$ cat src/rtl/cop_pkg.sv
`default_nettype none

package cop_pkg;

  localparam int MAX_SENSORS = 128;
  localparam int IDX_W       = $clog2(MAX_SENSORS);
  localparam int PRESS_W     = 16;
  localparam int COORD_W     = 16;
  localparam int PSUM_W      = 23;
  localparam int MOM_W       = 39;
  localparam int PROD_W      = PRESS_W + 1 + COORD_W;
  localparam int DCNT_W      = $clog2(MOM_W);

  localparam logic REQ_LOAD   = 1'b0;
  localparam logic REQ_SAMPLE = 1'b1;

  // controller -> datapath
  typedef struct packed {
    logic mem_wr;      // table load transfer
    logic capture;     // sample transfer: latch pressure, read table
    logic mul_en;
    logic acc_en;
    logic frame_end;   // snapshot sums, clear accumulators, start x divide
    logic div_load_y;
    logic div_step;
    logic out_load;
  } cmd_t;

  // datapath -> controller
  typedef struct packed {
    logic s_last;
    logic psum_zero;
    logic div_last;
  } sts_t;

endpackage

`default_nettype wire

$ cat src/rtl/cop_ctrl.sv
`default_nettype none

module cop_ctrl (
  input  wire logic          clk,
  input  wire logic          rst,
  input  wire logic          in_valid,
  input  wire logic          in_req_type,
  output logic               in_ready,
  output logic               out_valid,
  input  wire logic          out_ready,
  input  wire cop_pkg::sts_t sts,
  output cop_pkg::cmd_t      cmd
);
  import cop_pkg::*;

  localparam logic [2:0] S_IDLE = 3'd0;
  localparam logic [2:0] S_MUL  = 3'd1;
  localparam logic [2:0] S_ACC  = 3'd2;
  localparam logic [2:0] S_FEND = 3'd3;
  localparam logic [2:0] S_DIVX = 3'd4;
  localparam logic [2:0] S_LDY  = 3'd5;
  localparam logic [2:0] S_DIVY = 3'd6;
  localparam logic [2:0] S_OUT  = 3'd7;

  logic [2:0] state;
  logic [2:0] state_next;
  logic       out_valid_next;
  logic       in_fire;

  assign in_ready = (state == S_IDLE);
  assign in_fire  = in_valid && in_ready;

  always_comb begin
    cmd            = '0;
    state_next     = state;
    out_valid_next = out_valid && !out_ready;
    unique case (state)
      S_IDLE: begin
        if (in_fire) begin
          if (in_req_type == REQ_SAMPLE) begin
            cmd.capture = 1'b1;
            state_next  = S_MUL;
          end else begin
            cmd.mem_wr = 1'b1;
          end
        end
      end
      S_MUL: begin
        cmd.mul_en = 1'b1;
        state_next = S_ACC;
      end
      S_ACC: begin
        cmd.acc_en = 1'b1;
        state_next = sts.s_last ? S_FEND : S_IDLE;
      end
      S_FEND: begin
        cmd.frame_end = 1'b1;
        state_next    = sts.psum_zero ? S_OUT : S_DIVX;
      end
      S_DIVX: begin
        cmd.div_step = 1'b1;
        if (sts.div_last) begin
          state_next = S_LDY;
        end
      end
      S_LDY: begin
        cmd.div_load_y = 1'b1;
        state_next     = S_DIVY;
      end
      S_DIVY: begin
        cmd.div_step = 1'b1;
        if (sts.div_last) begin
          state_next = S_OUT;
        end
      end
      S_OUT: begin
        if (!out_valid || out_ready) begin
          cmd.out_load   = 1'b1;
          out_valid_next = 1'b1;
          state_next     = S_IDLE;
        end
      end
      default: begin
        state_next = S_IDLE;
      end
    endcase
  end

  always_ff @(posedge clk) begin
    if (rst) begin
      state     <= S_IDLE;
      out_valid <= 1'b0;
    end else begin
      state     <= state_next;
      out_valid <= out_valid_next;
    end
  end

endmodule

`default_nettype wire

$ cat config.mk
export PLATFORM = sky130hd
export DESIGN_NAME = cop_ctrl
export DESIGN_NICKNAME = d
export VERILOG_FILES = /design/src/rtl/cop_pkg.sv /design/src/rtl/cop_ctrl.sv
export SDC_FILE = /design/constraint.sdc
export NUM_CORES = 1
export LEC_CHECK = 0
export BUFFER_PORTS_ARGS = -buffer_cell sky130_fd_sc_hd__buf_4
export CAP_MARGIN = 20
export CORE_AREA = 2 2 39 41
export CTS_BUF_LIST = sky130_fd_sc_hd__clkbuf_2 sky130_fd_sc_hd__clkbuf_4 sky130_fd_sc_hd__clkbuf_8
export DETAILED_ROUTE_END_ITERATION = 10
export DIE_AREA = 0 0 41 43
export PLACE_DENSITY_LB_ADDON = 0.2
export SLEW_MARGIN = 0
export SYNTH_ARGS = -nofsm -noshare
export SYNTH_HDL_FRONTEND = slang
export SYNTH_SLANG_ARGS = --single-unit
$ cat constraint.sdc
create_clock -name clk -period 1.4 [get_ports clk]
set_input_delay 0 -clock clk [delete_from_list [all_inputs] [get_ports clk]]
set_output_delay 0 -clock clk [all_outputs]
set_load 0.01 [all_outputs]
After elaboration in Yosys (flattened, before gate mapping)
Index checks and enable logic that the tools add are counted.

$add $sub $neg: 0. Reductions and logical operators: 8. Multipliers: 0. Multiplexer cells: 21. Magnitude comparators: 0. Bitwise operators: 0. Equality and inequality tests: 12. Shifts and indexed selects: 0. Divide/modulo/power cells: 0.

Operators by type and width (count): one-hot mux 3 bit (8 select lines) (1); 2-to-1 mux 3 bit (5); == test 3 bit, second input constant (4); 2-to-1 mux 1 bit (11); 2-to-1 mux 2 bit (4); != test 2 bit, second input constant (4); == test 3 x 2 -> 1 bit, second input constant (2); AND reduction 5 bit (1); == test 3 x 1 -> 1 bit, second input constant (1); logical NOT 3 bit (1); logical AND 1 bit (2); logical NOT 1 bit (2); != test 2 x 1 -> 1 bit, second input constant (1); OR reduction 2 bit (1); logical OR 1 bit (1).

Bits in writable memories: 0. Bits in registers: 4. Input port bits: 8. Logic and storage cells: 43. Latch bits: 0. Output and inout bits: 10. Memories kept: 0. Memory bits (read-only): 0.

Longest topological paths before layout
Depth in word-level cells: 4. Depth in mapped cells: 4. Depth with buffers taken out: 3.

Least setup slack after synthesis
OpenSTA, ideal clock, no wires.

Kind: register -> register. From: register state[2]. To: register state[1]. Data required time: 1309 ps. Path slack: 305 ps. Arrival time: 1004 ps. Library setup time: 91 ps. Buffers on the path: 1. Period minus slack after synthesis: 1095 ps. Cell stages (with the launch flop): 5. Cell sequence: dfxtp_1 -> buf_6 -> nor2b_1 -> o21ai_0 -> a311oi_1.

Word-level cells in the longest chain between the ends: 4. Elaborated cells between the ends (all ways): 16. Those cells by class: eq/ne (12); mux (1); reduce/logical (3).

Ends and longest elaborated chain: start, declared (line cop_ctrl.sv:25) `logic [2:0] state;`; start signal, assigned (line cop_ctrl.sv:94) `state <= state_next;`; logical NOT 3 bit (line cop_ctrl.sv:30, cop_ctrl.sv:37); logical AND 1 bit (line cop_ctrl.sv:31) `assign in_fire = in_valid && in_ready;`; != test 2 x 1 -> 1 bit (no line); AND reduction 5 bit (no line).

Parallel ways exist; a longest one is shown, timed or not. A chain may end at the register's enable or synchronous reset.

==> results.yml <==
outcome:
  run_status: "finished, final reports clean"
timing:
  setup_tns_ps: 0
  fin_skew_ps: 0.1457
  hold_violations: 0
  worstMarginPinSlew_ps: 296.8
  relSlewSlack: 0.8006
  fmax_ghz: 0.7766
  final_max_slew_viol_count: 0
  worst_hold_slack_ps: 89.42
  rsz0062_at_grt: "no"
  fin_crit_ps: 1288
  setup_viol: 0
  period_share: 0.9198
clock_network:
  clk_latency_ps: 240
  cts.sinks: 4
  clkTransAtPathRegs_ps: 40
  ctsLongestPathBuffers: 2
  cts_made_buffers: 3
  cts_max_level: 1
  cts_tree: "yes"
  cts-root-buf: "clkbuf_4"
grt:
  grt_pass1_vias: 272
  grt_overflow_total: 0
  grt_max_degree: 11
  grt_pass1_wl_um: 1152
  antenna_found_initial: 0
  track_usage: 0.09930
power_and_ir_drop:
  p_per_area_nw_per_um2: 1241
  leakage_nw: 0.2249
  vdd_drop_max_uv: 398.9
floorplanning:
  die_area_um2: 1763
  core-area_um2: 1384
  io_pins: 18
  die_y_um: 43
  die_w_um: 41
  start_util: 0.2061
  rows: 14
synth:
  synthTopCellsByArea: "dfxtp_1, nand2b_1, a21oi_1, nor3_1, a211oi_1"
  yosys.area.top_type_share: 0.2807
  ys_seq_area_frac: 0.2807
  syn-mean-instance-area_um2: 7.710
  synth_most_common_cell: "dfxtp_1"
  synth-seq-cells: 4
  yosys.area.top_type: "dfxtp_1"
  async_flop_share: 0
  synth_common_cells: "dfxtp_1, a21oi_1, nand2b_1, nor2_1, nor3_1"
  ys.flop_type: "dfxtp_1"
  yosysUniqueCellTypes: 20
  synth_fp_nets: 45
  synth_cells: 37
  synth_edf_count: 0
  syn-cell-area_um2: 285.3
  synth_warnings: 0
drt:
  wl_um: 748
  viasPerCell: 4.708
  wire_per_inst_um: 10.39
  ant_nets: 0
  drt_iter0_markers: 8
  drcViolationCount: 0
  vias: 339
  drt_first_pass_iters: 4
finish:
  area_growth_syn_to_layout_pct: 57.02
  instances_no_fill: 72
  final_nets: 66
  diodes: 0
  drive_gt1_frac: 0.3929
job:
  maxCapViolations: 0
place:
  portBuffers: 17
  routabilityCongestion: 0.7277
  place_hpwl_um: 560.9
  dp.cells: 68
worst_setup_path:
  rrSetupSlack_ps: 210
  worstSetupEndpointType: "output pin"
  crit_required_ps: 1400
  critical_path_class: "register to output pin"
  crit_arrival_ps: 1290
  start_kind: "register"
  worst-path-max-fanout: 8
worst_hold_path:
  hold_class: "input port to register"
## cells in the final DEF (no fill, tap or decap), types with 2 or more instances in the layout
cell type | Yosys | routed
a211oi_1 | 2 | 2
inv_1 | 2 | 2
nor3_1 | 3 | 3
nor2_1 | 3 | 3
nand2_1 | 2 | 2
dfxtp_1 | 4 | 3
buf_4 | 2 | 18
clkbuf_4 | 0 | 3
a21oi_1 | 3 | 3
nand2b_1 | 3 | 3
a21o_1 | 2 | 2
nor2b_1 | 2 | 2
## sequential cells by signal, indices dropped and copies added, names as in the netlist
signal and flops:
state 3, out_valid 1
## final timing paths
path             start         to  cells past startpoint
max           state[1]     cmd[6]                      4
max reg2reg   state[2]   state[0]                      3
min          out_ready  out_valid                      3
min reg2reg  out_valid  out_valid                      2
## routing by layer
layer	vias up	part of all wire	GRT usage
met5	-	0	0
met4	0	0	0.08000
met3	0	0.087	0.03141
met2	20	0.46	0.1188
met1	147	0.45	0.1378
li1	172	-	-
## timing repair
action,4_1_cts,5_1_grt
endpoints found under the setup margin,0,1
hold buffers,1,0
hold endpoints to repair,4,0
resized for setup,0,1
setup buffers,0,0
## kinds of logic after synthesis
kind of cell    synth area share
compound gates            0.2675
flops                     0.2807
simple gates              0.2982
mux                      0.03509
buf+inv                   0.1184
## metrics by stage
| step | utilization | power [mW] | instance area (µm²) | setup WS [ps] |
|---|---|---|---|---|
| after floorplan | - | 0.3158 | 285.3 | 304.9 |
| after global placement | 0.2993 | 0.4112 | 414.1 | 166.7 |
| after detailed placement | 0.2993 | 0.4049 | 414.1 | 173.5 |
| after CTS | 0.3228 | 0.5612 | 446.7 | 119.7 |
| after global routing | 0.3237 | 0.6019 | 447.9 | 10.03 |
| final | 0.3237 | 0.5559 | 447.9 | 112.3 |
## power by group
| part | leakage, nW | internal [mW] | total (mW) | switching, mW |
|---|---|---|---|---|
| sequential | 0.0330 | 0.134 | 0.167 | 0.0332 |
| clock | 0.0138 | 0.0961 | 0.146 | 0.0504 |
| combinational | 0.178 | 0.128 | 0.242 | 0.114 |
| total | 0.225 | 0.359 | 0.556 | 0.197 |
## worst max-delay path, stage by stage, from the launching register on
cell and delay, ps:
dfxtp_1 320, buf_4 170, nor3_1 250, and3_1 200, buf_4 110
## cell type report
| cell class | instances | area (µm²) |
|---|---|---|
| fillers | 152 | 935.9 |
| multi-input cells | 28 | 171.4 |
| repair buffers | 19 | 145.1 |
| flip-flops and latches | 4 | 81.33 |
| clock buffers | 3 | 22.52 |
| well taps | 16 | 20.02 |
| inverters | 2 | 7.507 |
(Power assumes the default switching activity.)
